## src/rtl/core/lcr_pkg.sv

```systemverilog
// Shared types, widths and helpers for the line clipper pipeline.
// Holds the parameter record, the point descriptors and the divider beat.
// No dependencies.
package lcr_pkg;

  localparam int FRAC_BITS = 8;
  localparam int IN_W      = 24;
  localparam int OUT_W     = 16;
  localparam int CFG_W     = 15;
  localparam int CFG_IDX_W = 2;

  localparam logic [CFG_IDX_W-1:0] CFG_CLIP_WIDTH  = 2'd0;
  localparam logic [CFG_IDX_W-1:0] CFG_CLIP_HEIGHT = 2'd1;
  localparam logic [CFG_IDX_W-1:0] CFG_BYPASS_CLIP = 2'd2;

  // Divider: one quotient bit per stage, enough bits to detect saturation.
  localparam int DIV_STEPS = OUT_W;
  localparam int NUM_W     = 2 * IN_W + 4;
  localparam int N_W       = NUM_W + 2;
  localparam int DEN_W     = IN_W + FRAC_BITS + 1;
  // Lane depth: product, sum, dividend set-up, divider steps, saturation.
  localparam int LANE_LAT  = 3 + DIV_STEPS + 1;

  typedef logic signed [IN_W-1:0]    coord_t;
  typedef logic signed [IN_W:0]      diff_t;
  typedef logic        [IN_W-1:0]    mag_t;
  typedef logic signed [OUT_W-1:0]   pix_t;
  typedef logic signed [2*IN_W+1:0]  prod_t;
  typedef logic signed [2*IN_W:0]    bprod_t;
  typedef logic signed [NUM_W-1:0]   num_t;

  typedef logic [1:0] mode_t;
  localparam mode_t MODE_REJECT = 2'd0;
  localparam mode_t MODE_PASS   = 2'd1;
  localparam mode_t MODE_CLIP   = 2'd2;

  // Parameter t = n / d with d > 0, or a signed infinity.
  typedef struct packed {
    logic  inf;
    logic  neg;
    diff_t n;
    mag_t  d;
  } tpar_t;

  // One output coordinate: base, or base + delta * tn / td when rat is set.
  typedef struct packed {
    logic   rat;
    coord_t base;
    diff_t  delta;
    diff_t  tn;
    mag_t   td;
  } pcoord_t;

  typedef struct packed {
    logic   valid;
    mode_t  mode;
    coord_t x1;
    coord_t y1;
    coord_t x2;
    coord_t y2;
    diff_t  dx;
    diff_t  dy;
    coord_t xin;
    coord_t xout;
    coord_t yin;
    coord_t yout;
    tpar_t  tinx;
    tpar_t  tiny;
    tpar_t  toutx;
    tpar_t  touty;
    logic   in_gt;
    logic   out_lt;
    tpar_t  tin2;
    tpar_t  tout1;
    logic   tin1_gt_one;
    logic   corner;
    logic   tin2_gt_one;
    logic   tin2_gt_zero;
    logic   tout1_gt_zero;
    logic   tout1_lt_one;
  } clip_t;

  typedef struct packed {
    logic    valid;
    logic    vis;
    pcoord_t sx;
    pcoord_t sy;
    pcoord_t ex;
    pcoord_t ey;
  } seg_t;

  // Divider beat: lo holds the remaining dividend bits on top, quotient below.
  typedef struct packed {
    logic                 neg;
    logic                 sat;
    logic [DEN_W-1:0]     rem;
    logic [DIV_STEPS-1:0] lo;
    logic [DEN_W-1:0]     den;
  } div_t;

  function automatic prod_t mul_nd(diff_t n, mag_t d);
    return prod_t'(n) * prod_t'(signed'({1'b0, d}));
  endfunction

  function automatic logic signed [1:0] t_key(tpar_t t);
    logic signed [1:0] k;
    k = 2'sd0;
    if (t.inf) k = t.neg ? -2'sd1 : 2'sd1;
    return k;
  endfunction

  // a < b; pab = a.n * b.d, pba = b.n * a.d
  function automatic logic t_less(tpar_t a, tpar_t b, prod_t pab, prod_t pba);
    logic signed [1:0] ka;
    logic signed [1:0] kb;
    logic              lt;
    ka = t_key(a);
    kb = t_key(b);
    if (ka != kb) lt = (ka < kb);
    else if (ka != 2'sd0) lt = 1'b0;
    else lt = (pab < pba);
    return lt;
  endfunction

endpackage

```

## src/rtl/core/lcr_div.sv

```systemverilog
// One coordinate lane, back half: restoring divider, one quotient bit per
// stage, then sign and 16-bit saturation. Uses lcr_pkg.
module lcr_div (
  input  logic          clk,
  input  lcr_pkg::div_t div_i,
  output lcr_pkg::pix_t pix_o
);
  import lcr_pkg::*;

  localparam pix_t PIX_MAX = {1'b0, {(OUT_W - 1){1'b1}}};
  localparam pix_t PIX_MIN = {1'b1, {(OUT_W - 1){1'b0}}};

  div_t st_r [1:DIV_STEPS];
  pix_t pix_r;

  for (genvar g = 0; g < DIV_STEPS; g++) begin : g_step
    div_t           src;
    div_t           nxt;
    logic [DEN_W:0] rem_sh;
    logic [DEN_W:0] rem_sub;
    logic           ge;

    if (g == 0) begin : g_first
      assign src = div_i;
    end else begin : g_rest
      assign src = st_r[g];
    end

    always_comb begin
      rem_sh  = {src.rem, src.lo[DIV_STEPS-1]};
      rem_sub = rem_sh - {1'b0, src.den};
      ge      = rem_sh >= {1'b0, src.den};
      nxt     = src;
      nxt.rem = ge ? rem_sub[DEN_W-1:0] : rem_sh[DEN_W-1:0];
      nxt.lo  = {src.lo[DIV_STEPS-2:0], ge};
    end

    always_ff @(posedge clk) begin
      st_r[g+1] <= nxt;
    end
  end

  always_ff @(posedge clk) begin
    if (st_r[DIV_STEPS].sat || st_r[DIV_STEPS].lo[OUT_W-1]) begin
      pix_r <= st_r[DIV_STEPS].neg ? PIX_MIN : PIX_MAX;
    end else if (st_r[DIV_STEPS].neg) begin
      pix_r <= -pix_t'(st_r[DIV_STEPS].lo);
    end else begin
      pix_r <= pix_t'(st_r[DIV_STEPS].lo);
    end
  end

  assign pix_o = pix_r;

endmodule

```

## config.mk

```make
export PLATFORM = sky130hd
export DESIGN_NAME = lcr_div
export DESIGN_NICKNAME = d
export VERILOG_FILES = /design/src/rtl/core/lcr_pkg.sv /design/src/rtl/core/lcr_div.sv
export SDC_FILE = /design/constraint.sdc
export NUM_CORES = 2
export LEC_CHECK = 0
export CORE_MARGIN = 2
export CORE_UTILIZATION = 40
export CTS_CLUSTER_DIAMETER = 150
export DETAILED_ROUTE_END_ITERATION = 16
export DONT_BUFFER_PORTS = 1
export HOLD_SLACK_MARGIN = 0.02
export PLACE_DENSITY = 0.57
export SKIP_CTS_REPAIR_TIMING = 1
export SLEW_MARGIN = 20
export SYNTH_ARGS = -nofsm -noshare
export SYNTH_HDL_FRONTEND = slang
export SYNTH_SLANG_ARGS = --single-unit
export TNS_END_PERCENT = 5
```

## constraint.sdc

```tcl
create_clock -name clk -period 3.5 [get_ports clk]
set_input_delay 0.7 -clock clk [delete_from_list [all_inputs] [get_ports clk]]
set_output_delay 0.7 -clock clk [all_outputs]
set_load 0.03 [all_outputs]
```

==> results.tsv <==
metric	value	unit
status	finished, violations left	
violations	setup timing	
hpwl	115000	um
rsz0062_at_grt	true	
hold_end	st_r[0][158]	
crit_start	st_r[0][216]	
ys_ff_latch	1294	
fin_cells	8967	
grt_pass1_wl	227000	um
clkSinkCount	1294	
worstHoldStart	div_i[73]	
final_util	49.6	%
drt-vias-per-instance	4.97	
synth_compound_area_share	17.8	%
synth_cells	6234	
relSlewSlack	47.5	%
min_path_cells	2	
synth_area	58600	um2
cp.arrival	4450	ps
post-route-min-period	3810	ps
vias	44578	
io_buffers	0	
start_util	40.2	%
die_h	387	um
ys_seq_area_share	44.2	%
final_cell_mix	1279 x dfxtp_1, 631 x inv_1, 567 x buf_4	
power_density	1050	nW/um2
startpoint_type	flip-flop	
p_leak	33.9	nW
grt-ovfl-total	0	
place_congestion	0.971	
critPathKind	flip-flop to flip-flop	
drc	0	
cts.clk_slew.worst_paths	50	ps
antenna_left	0	
final_nets	7553	
tns	-9230	ps
drv.max_cap_violation_count	0	
setup_viol	34	
num_rows	140	
cp_max_fo	6	
synthXorXnorAreaFrac	6.49	%
grt_usage	18.8	%
crit_slowest_cell	fa_2	
hold_class	input pin to flip-flop	
postSynthAreaPerCell	9.40	um2
tightest_slew	786	ps
r2r_cells	18	
max-clock-path-buffers	3	
hold_viol	0	
dieArea	150000	um2
htreeDepth	4	
syn_to_final_growth	23.3	%
r2r_start	st_r[0][216]	
die_w	387	um
crit_chain	inv_2 > ha_4 > inv_2 > fa_2 > a211oi_2 > o21bai_2 > nand2_1 > a21oi_2 > nor4_2 > buf_4 > o2111ai_4 > a31o_4 > a41o_1 > a31o_4 > a41oi_4 > buf_12 > buf_12 > mux2_4	
synth_fa_ha_area_share	11.8	%
reg2reg_slack	-310	ps
core	146000	um2
synth_top_family_by_area	compound AO/OA/AOI/OAI gates	
cts_tree	built	
drt_iter0_markers	1477	
yosys_warnings	0	
critPathMaxStageDelay	370	ps
synth_enable_flop_cells	0	
synth.area.mux_share	3.89	%
fmax	263	MHz
r2r-end	st_r[0][303]	
wl_per_cell	16.2	um
dp_cells	8600	
synthFlopType	dfxtp_1	
cts_root_buf	clkbuf_16	
drive_gt1_share	17.4	%
final_common_cell	dfxtp_1	
synth-simple-area-share	10.8	%
maxSlewViolCount	0	
synth_cell_types	87	
setup_slack	-306	ps
crit_path_end_kind	flip-flop	
top_level_ports	101	
fin_crit_sh	109	%
antenna_found_initial	3	
grt_pass1_vias	45520	
firstDrtPassIters	5	
grt_max_degree	40	
async_reset_ff_share	0	%
cts_buffers	146	
wl	145000	um
ir_drop	504	uV
syn_nets	6863	
insertion_delay	790	ps
cp.required	4140	ps
finalClockSkew	38.1	ps
==> synthesized netlist by cell type, types with 96 or more instances <==
cell,number,share of area [%]
dfxtp_1,1294,44
inv_1,639,4.1
a21oi_1,539,4.6
ha_1,529,11
nand2_1,431,2.8
o21ai_0,388,3.3
nor2_1,328,2.1
a21o_1,270,3.5
xnor2_1,256,3.8
xor2_1,178,2.7
mux2_2,157,3.0
clkbuf_1,96,0.62
nand3_1,96,0.82
==> how the worst max path moves through the flow <==
stage	slack [ps]	endpoint	cells past startpoint
finish	-310	st_r[0][303]	18
global route	-470	st_r[0][303]	18
CTS	-370	st_r[0][386]	16
detailed placement	-350	st_r[0][386]	16
global placement	-300	st_r[0][134]	15
floorplan	-30	st_r[0][325]	16
==> area by class of cell <==
type,instances,area [um2]
fillers,13532,73300
multi-input cells,4168,30700
flip-flops and latches,1294,25900
repair buffers,674,5600
clock buffers,196,4100
inverters,640,2400
well taps,1917,2400
clock inverters,67,1070
diodes,11,27.5
==> metrics by stage <==
step	hold WS [ps]	worst slack (ps)	instance area, um2	total power [W]
floorplan	310	-30.5	58600	0.0466
global placement	310	-300	65100	0.0582
detailed placement	312	-355	65100	0.0586
CTS	-144	-371	70300	0.0750
global route	23.1	-474	72200	0.0818
finish	42.6	-306	72200	0.0762
==> sequential cells by signal, summed over array words and instances (netlist names) <==
name	count
st_r	1278
pix_o	16
==> routing by layer <==
| layer | track usage, % | wire [um] |
|---|---|---|
| met5 | 0 | 0 |
| met4 | 14.5 | 11100 |
| met3 | 2.86 | 4010 |
| met2 | 36.0 | 76600 |
| met1 | 18.0 | 53600 |
==> cells by family (layout without fill, tap and decap cells) <==
logic type / after synthesis / in the layout
AO/OA/AOI/OAI: 1669 / 1669
XOR/XNOR: 434 / 434
adder cells (fa/ha/maj): 544 / 544
buffers and inverters: 772 / 1577
flip-flops: 1294 / 1294
multiplexers: 194 / 194
other: 0 / 11
AND/OR/NAND/NOR: 1327 / 1327
==> where the power goes <==
part	switching (W)	total (W)	internal, W	leakage [nW]
clock	0.00629	0.0159	0.00962	2.51
sequential	0.00249	0.0217	0.0192	10.9
combinational	0.0194	0.0386	0.0192	20.4
total	0.0282	0.0762	0.0480	33.9
==> critical path: cells and delay by family (launching register included) <==
kind            cells  cell delay (ps)
simple gates        2              370
buf+inv             5              610
mux                 1              300
compound gates      8             1590
fa+ha+maj           2              510
flops               1              310
Note: power is estimated with default switching activity, not from simulation.
