$ cat src/rtl/core/lcr_pkg.sv
// Shared types, widths and helpers for the line clipper pipeline.
// Holds the parameter record, the point descriptors and the divider beat.
// No dependencies.
package lcr_pkg;

  localparam int FRAC_BITS = 8;
  localparam int IN_W      = 24;
  localparam int OUT_W     = 16;
  localparam int CFG_W     = 15;
  localparam int CFG_IDX_W = 2;

  localparam logic [CFG_IDX_W-1:0] CFG_CLIP_WIDTH  = 2'd0;
  localparam logic [CFG_IDX_W-1:0] CFG_CLIP_HEIGHT = 2'd1;
  localparam logic [CFG_IDX_W-1:0] CFG_BYPASS_CLIP = 2'd2;

  // Divider: one quotient bit per stage, enough bits to detect saturation.
  localparam int DIV_STEPS = OUT_W;
  localparam int NUM_W     = 2 * IN_W + 4;
  localparam int N_W       = NUM_W + 2;
  localparam int DEN_W     = IN_W + FRAC_BITS + 1;
  // Lane depth: product, sum, dividend set-up, divider steps, saturation.
  localparam int LANE_LAT  = 3 + DIV_STEPS + 1;

  typedef logic signed [IN_W-1:0]    coord_t;
  typedef logic signed [IN_W:0]      diff_t;
  typedef logic        [IN_W-1:0]    mag_t;
  typedef logic signed [OUT_W-1:0]   pix_t;
  typedef logic signed [2*IN_W+1:0]  prod_t;
  typedef logic signed [2*IN_W:0]    bprod_t;
  typedef logic signed [NUM_W-1:0]   num_t;

  typedef logic [1:0] mode_t;
  localparam mode_t MODE_REJECT = 2'd0;
  localparam mode_t MODE_PASS   = 2'd1;
  localparam mode_t MODE_CLIP   = 2'd2;

  // Parameter t = n / d with d > 0, or a signed infinity.
  typedef struct packed {
    logic  inf;
    logic  neg;
    diff_t n;
    mag_t  d;
  } tpar_t;

  // One output coordinate: base, or base + delta * tn / td when rat is set.
  typedef struct packed {
    logic   rat;
    coord_t base;
    diff_t  delta;
    diff_t  tn;
    mag_t   td;
  } pcoord_t;

  typedef struct packed {
    logic   valid;
    mode_t  mode;
    coord_t x1;
    coord_t y1;
    coord_t x2;
    coord_t y2;
    diff_t  dx;
    diff_t  dy;
    coord_t xin;
    coord_t xout;
    coord_t yin;
    coord_t yout;
    tpar_t  tinx;
    tpar_t  tiny;
    tpar_t  toutx;
    tpar_t  touty;
    logic   in_gt;
    logic   out_lt;
    tpar_t  tin2;
    tpar_t  tout1;
    logic   tin1_gt_one;
    logic   corner;
    logic   tin2_gt_one;
    logic   tin2_gt_zero;
    logic   tout1_gt_zero;
    logic   tout1_lt_one;
  } clip_t;

  typedef struct packed {
    logic    valid;
    logic    vis;
    pcoord_t sx;
    pcoord_t sy;
    pcoord_t ex;
    pcoord_t ey;
  } seg_t;

  // Divider beat: lo holds the remaining dividend bits on top, quotient below.
  typedef struct packed {
    logic                 neg;
    logic                 sat;
    logic [DEN_W-1:0]     rem;
    logic [DIV_STEPS-1:0] lo;
    logic [DEN_W-1:0]     den;
  } div_t;

  function automatic prod_t mul_nd(diff_t n, mag_t d);
    return prod_t'(n) * prod_t'(signed'({1'b0, d}));
  endfunction

  function automatic logic signed [1:0] t_key(tpar_t t);
    logic signed [1:0] k;
    k = 2'sd0;
    if (t.inf) k = t.neg ? -2'sd1 : 2'sd1;
    return k;
  endfunction

  // a < b; pab = a.n * b.d, pba = b.n * a.d
  function automatic logic t_less(tpar_t a, tpar_t b, prod_t pab, prod_t pba);
    logic signed [1:0] ka;
    logic signed [1:0] kb;
    logic              lt;
    ka = t_key(a);
    kb = t_key(b);
    if (ka != kb) lt = (ka < kb);
    else if (ka != 2'sd0) lt = 1'b0;
    else lt = (pab < pba);
    return lt;
  endfunction

endpackage

$ cat src/rtl/core/lcr_point.sv
// One coordinate lane, front half: numerator of base + delta * t, its
// magnitude, and the rounding dividend and divisor. Uses lcr_pkg.
module lcr_point (
  input  logic             clk,
  input  lcr_pkg::pcoord_t coord_i,
  output lcr_pkg::div_t    div_o
);
  import lcr_pkg::*;

  bprod_t           p1_r;
  prod_t            p2_r;
  logic             rat_r;
  coord_t           base_r;
  mag_t             td_r;
  logic [NUM_W-1:0] mag_r;
  logic             neg_r;
  mag_t             den_r;
  div_t             div_r;

  num_t             num;
  logic [N_W-1:0]   n_full;
  logic [DEN_W-1:0] d_full;
  div_t             div_nxt;

  always_ff @(posedge clk) begin
    p1_r   <= bprod_t'(signed'({1'b0, coord_i.td})) * bprod_t'(coord_i.base);
    p2_r   <= prod_t'(coord_i.delta) * prod_t'(coord_i.tn);
    rat_r  <= coord_i.rat;
    base_r <= coord_i.base;
    td_r   <= coord_i.td;
  end

  assign num = rat_r ? (num_t'(p1_r) + num_t'(p2_r)) : num_t'(base_r);

  always_ff @(posedge clk) begin
    mag_r <= num[NUM_W-1] ? unsigned'(-num) : unsigned'(num);
    neg_r <= num[NUM_W-1];
    den_r <= rat_r ? td_r : mag_t'(1);
  end

  // Round half away: q = (2|n| + d') / (2d') with d' = den scaled to Q units.
  always_comb begin
    n_full      = {1'b0, mag_r, 1'b0} + N_W'({den_r, {FRAC_BITS{1'b0}}});
    d_full      = {den_r, {(FRAC_BITS + 1){1'b0}}};
    div_nxt.neg = neg_r;
    div_nxt.sat = n_full[N_W-1:DIV_STEPS] >= (N_W - DIV_STEPS)'(d_full);
    div_nxt.rem = n_full[DIV_STEPS +: DEN_W];
    div_nxt.lo  = n_full[DIV_STEPS-1:0];
    div_nxt.den = d_full;
  end

  always_ff @(posedge clk) begin
    div_r <= div_nxt;
  end

  assign div_o = div_r;

endmodule

$ cat config.mk
export PLATFORM = sky130hd
export DESIGN_NAME = lcr_point
export DESIGN_NICKNAME = d
export VERILOG_FILES = /design/src/rtl/core/lcr_pkg.sv /design/src/rtl/core/lcr_point.sv
export SDC_FILE = /design/constraint.sdc
export NUM_CORES = 2
export LEC_CHECK = 0
export BUFFER_PORTS_ARGS = -buffer_cell sky130_fd_sc_hd__buf_4
export CAP_MARGIN = 5
export CORE_ASPECT_RATIO = 1.2
export CORE_MARGIN = 4
export CORE_UTILIZATION = 46
export DETAILED_ROUTE_END_ITERATION = 8
export HOLD_SLACK_MARGIN = 0.1
export PLACE_DENSITY = 0.65
export SLEW_MARGIN = 20
export SYNTH_ARGS = -nofsm -noshare
export SYNTH_HDL_FRONTEND = slang
export SYNTH_SLANG_ARGS = --single-unit
$ cat constraint.sdc
create_clock -name clk -period 11.1 [get_ports clk]
set_input_delay 1.665 -clock clk [delete_from_list [all_inputs] [get_ports clk]]
set_output_delay 1.665 -clock clk [all_outputs]
set_load 0.05 [all_outputs]
==> summary.txt <==
Logic synthesis
  • Yosys top cell by area: fa_1
  • Yosys warning total: 0
  • Post-synth ARST share: 0
  • Post-synth EDFFs: 0
  • Primary FF master, synth: dfxtp_1
  • Synth unique cells: 107
  • Register area share after synthesis: 0.108
  • Mapped Avg Cell Area: 9.23 sq um
  • Post-synthesis cell count: 6001
  • Dominant cells by area after synthesis: fa_1 (41%), dfxtp_1 (11%), ha_1 (10%)
  • Synth Cell Area: 55400 sq um
  • Post-synth top area share: 0.413
  • FF+latch count, synth: 299

Global routing
  • First-pass GRT wire length: 241000 microns
  • Largest net degree at the start of global routing: 59
  • GRT Util Overall: 0.240
  • Antenna violations before repair: 1
  • Grt ovf: 0
  • Vias in the first global route: 43.8k

Timing
  • FMAX: 113 MHz
  • Tmin final: 8.84 ns
  • Setup violations, final: 0
  • RSZ-0062 raised after global routing: no
  • Final TNS setup: 0 ns
  • Period utilization: 0.796
  • Fin. Hold Viols: 0
  • Layout Skew: 0.0282 ns
  • Worst slew margin: 0.350
  • Fin. max-slew vios: 0
  • Worst-margin pin slew: 0.969 ns

Setup path
  • Crit. End Element: flip-flop
  • Critical path fanouts, max: 25
  • Crit Path Category: primary input to flip-flop
  • Required @ worst endpoint: 11.59 ns
  • Startpoint types: primary input
  • CP arrival: 9.33 ns

Detailed routing
  • Max Used Layer: met5
  • Routed WL: 149000 microns
  • Metal2 WL: 74100 microns
  • Met3 wire length: 7750 microns
  • Wire per inst: 19.7 microns
  • 1st-iter DRT viols: 2071
  • Via density: 5.32
  • DRC viols: 0
  • Detail Route Antenna Nets: 0
  • Metal1 wirelength: 60300 microns
  • Vias: 40.1k
  • DR pass1 iterations: 8

Clock network
  • Clock Pin Slew Worst Setup and Hold Paths: 0.06 ns
  • Hold-fix buffers, CTS: 0
  • Clock Path Buffers: 3
  • H-tree depth: 1
  • Clock root cell: clkbuf_16
  • CTS buffer count: 31
  • Postcts setup bufs: 0
  • Post_cts resized: 0
  • TritonCTS Sinks: 299
  • CTS tree: yes
  • Clock Latency Late Sink: 0.60 ns

Floorplan
  • Io pins: 184
  • Num rows: 139
  • Die area: 126000 sq um
  • Die height: 388 microns
  • Core box area: 120000 sq um
  • Initial Util: 0.463
  • Die width: 325 microns

Run
  • Max-Cap Viols: 0

Finish
  • Nets@finish: 7644
  • Filler cell count: 11.3k
  • Layout cells sized above 1: 0.0478
  • Layout area overhead: 5.80%
  • N_diodes: 0

Placed design
  • PortBufs: 173
  • GP Congestion: 0.908
  • Post-DP HPWL: 120000 microns

Hold path
  • Hold/Removal Path Class: flip-flop to flip-flop

Run status
  • Status: completed
-- per-layer routing --
metal	track usage	up-vias
met3	0.0270	309
met5	0	-
met2	0.428	1165
met1	0.301	20500
li1	-	18200
met4	0.0897	2
-- worst max-delay path, stage by stage --
cell and delay [ns]:
buf_4 0.23, and2_1 0.22, fa_1 0.53, inv_1 0.05, fa_1 0.53, inv_1 0.06, fa_1 0.48, ha_1 0.20
fa_1 0.48, inv_1 0.05, fa_1 0.48, fa_1 0.49, inv_1 0.04, ha_1 0.33, a21o_1 0.18, a21o_1 0.16
a21o_1 0.19, a32oi_1 0.38, o21ai_0 0.44, o211ai_1 0.42, a21oi_1 0.11, nor2_1 0.28, o21ai_0 0.20, o21ai_0 0.39
or4b_2 0.62, o311ai_0 0.11
-- cell usage in the layout (no fill, tap or decap), types with 62 or more instances in the layout --
cell type / instances
xnor2_1: 139
ha_1: 442
a21oi_1: 164
dfxtp_1: 298
nor2_1: 139
xor2_1: 62
a21o_1: 88
buf_4: 177
and2_1: 629
nand2_1: 701
inv_1: 1232
fa_1: 1142
o21ai_0: 107
-- state kept, by name (all words and copies together) (netlist names) --
register,cells
base_r,24
mag_r,52
p2_r,50
rat_r,1
td_r,24
den_r,24
p1_r,49
div_o,74
neg_r,1
-- cell type report --
class,instances,area [sq um],share of cell area
clock buffers,40,850,0.0145
clock inverters,18,210,0.00359
inverters,1235,4640,0.0791
multi-input cells,4216,43600,0.745
flip-flops and latches,299,5990,0.102
well taps,1551,1940,0.0331
repair buffers,177,1330,0.0227
-- logic make-up after synthesis --
logic type / after synthesis / synth area share
muxes: 11 / 0.00208
DFF: 299 / 0.108
other: 1 / 0.0000677
xor gates and xnor gates: 201 / 0.0318
and+or+nand+nor: 1802 / 0.166
adders and majority gates: 1584 / 0.513
buffers and inverters: 1496 / 0.105
AOI/OAI and AO/OA: 607 / 0.0744
-- synth_stat cells (9+ instances only) --
| cell | instances |
|---|---|
| fa_1 | 1142 |
| inv_1 | 1232 |
| nor3_1 | 43 |
| nand4_1 | 42 |
| ha_1 | 442 |
| or3_1 | 17 |
| and3_1 | 25 |
| xnor2_1 | 139 |
| or4_1 | 9 |
| a31oi_1 | 29 |
| buf_4 | 13 |
| a21o_1 | 88 |
| buf_2 | 11 |
| nor2b_1 | 36 |
| dfxtp_1 | 299 |
| o21ai_0 | 107 |
| o21bai_1 | 27 |
| clkbuf_1 | 218 |
| xor2_1 | 62 |
| a211oi_1 | 29 |
| nand2_1 | 701 |
| nand3_1 | 48 |
| o31ai_1 | 9 |
| and2_1 | 629 |
| a21oi_1 | 164 |
| nor4_1 | 11 |
| o21a_1 | 23 |
| and4_1 | 10 |
| o211ai_1 | 14 |
| nor2_1 | 139 |
| nand2b_1 | 53 |
-- worst paths after layout --
check                            startpoint        end  slack [ns]  cells after the start
worst max register to register     den_r[0]  div_o[82]        4.42                     23
worst min register to register     mag_r[0]  div_o[34]        0.33                      0
worst min-delay path               mag_r[0]  div_o[34]        0.33                      0
worst max-delay path            coord_i[58]   p2_r[46]        2.26                     26
-- stage by stage --
stage                     setup slack, ns  hold slack [ns]   util  instances  instance area [sq um]
after floorplan                      2.60            0.310      -       6011                  55400
after global placement               1.82            0.315  0.481       7478                  57500
after detailed placement             1.65            0.318  0.481       7478                  57500
after CTS                            2.24            0.332  0.490       7536                  58600
after global routing                 1.78            0.344  0.490       7536                  58600
final                                2.26            0.330  0.490       7536                  58600
Power is left out: the tool's default activity adds up to more than one toggle a clock period on the data nets, which glitch-free logic cannot reach.
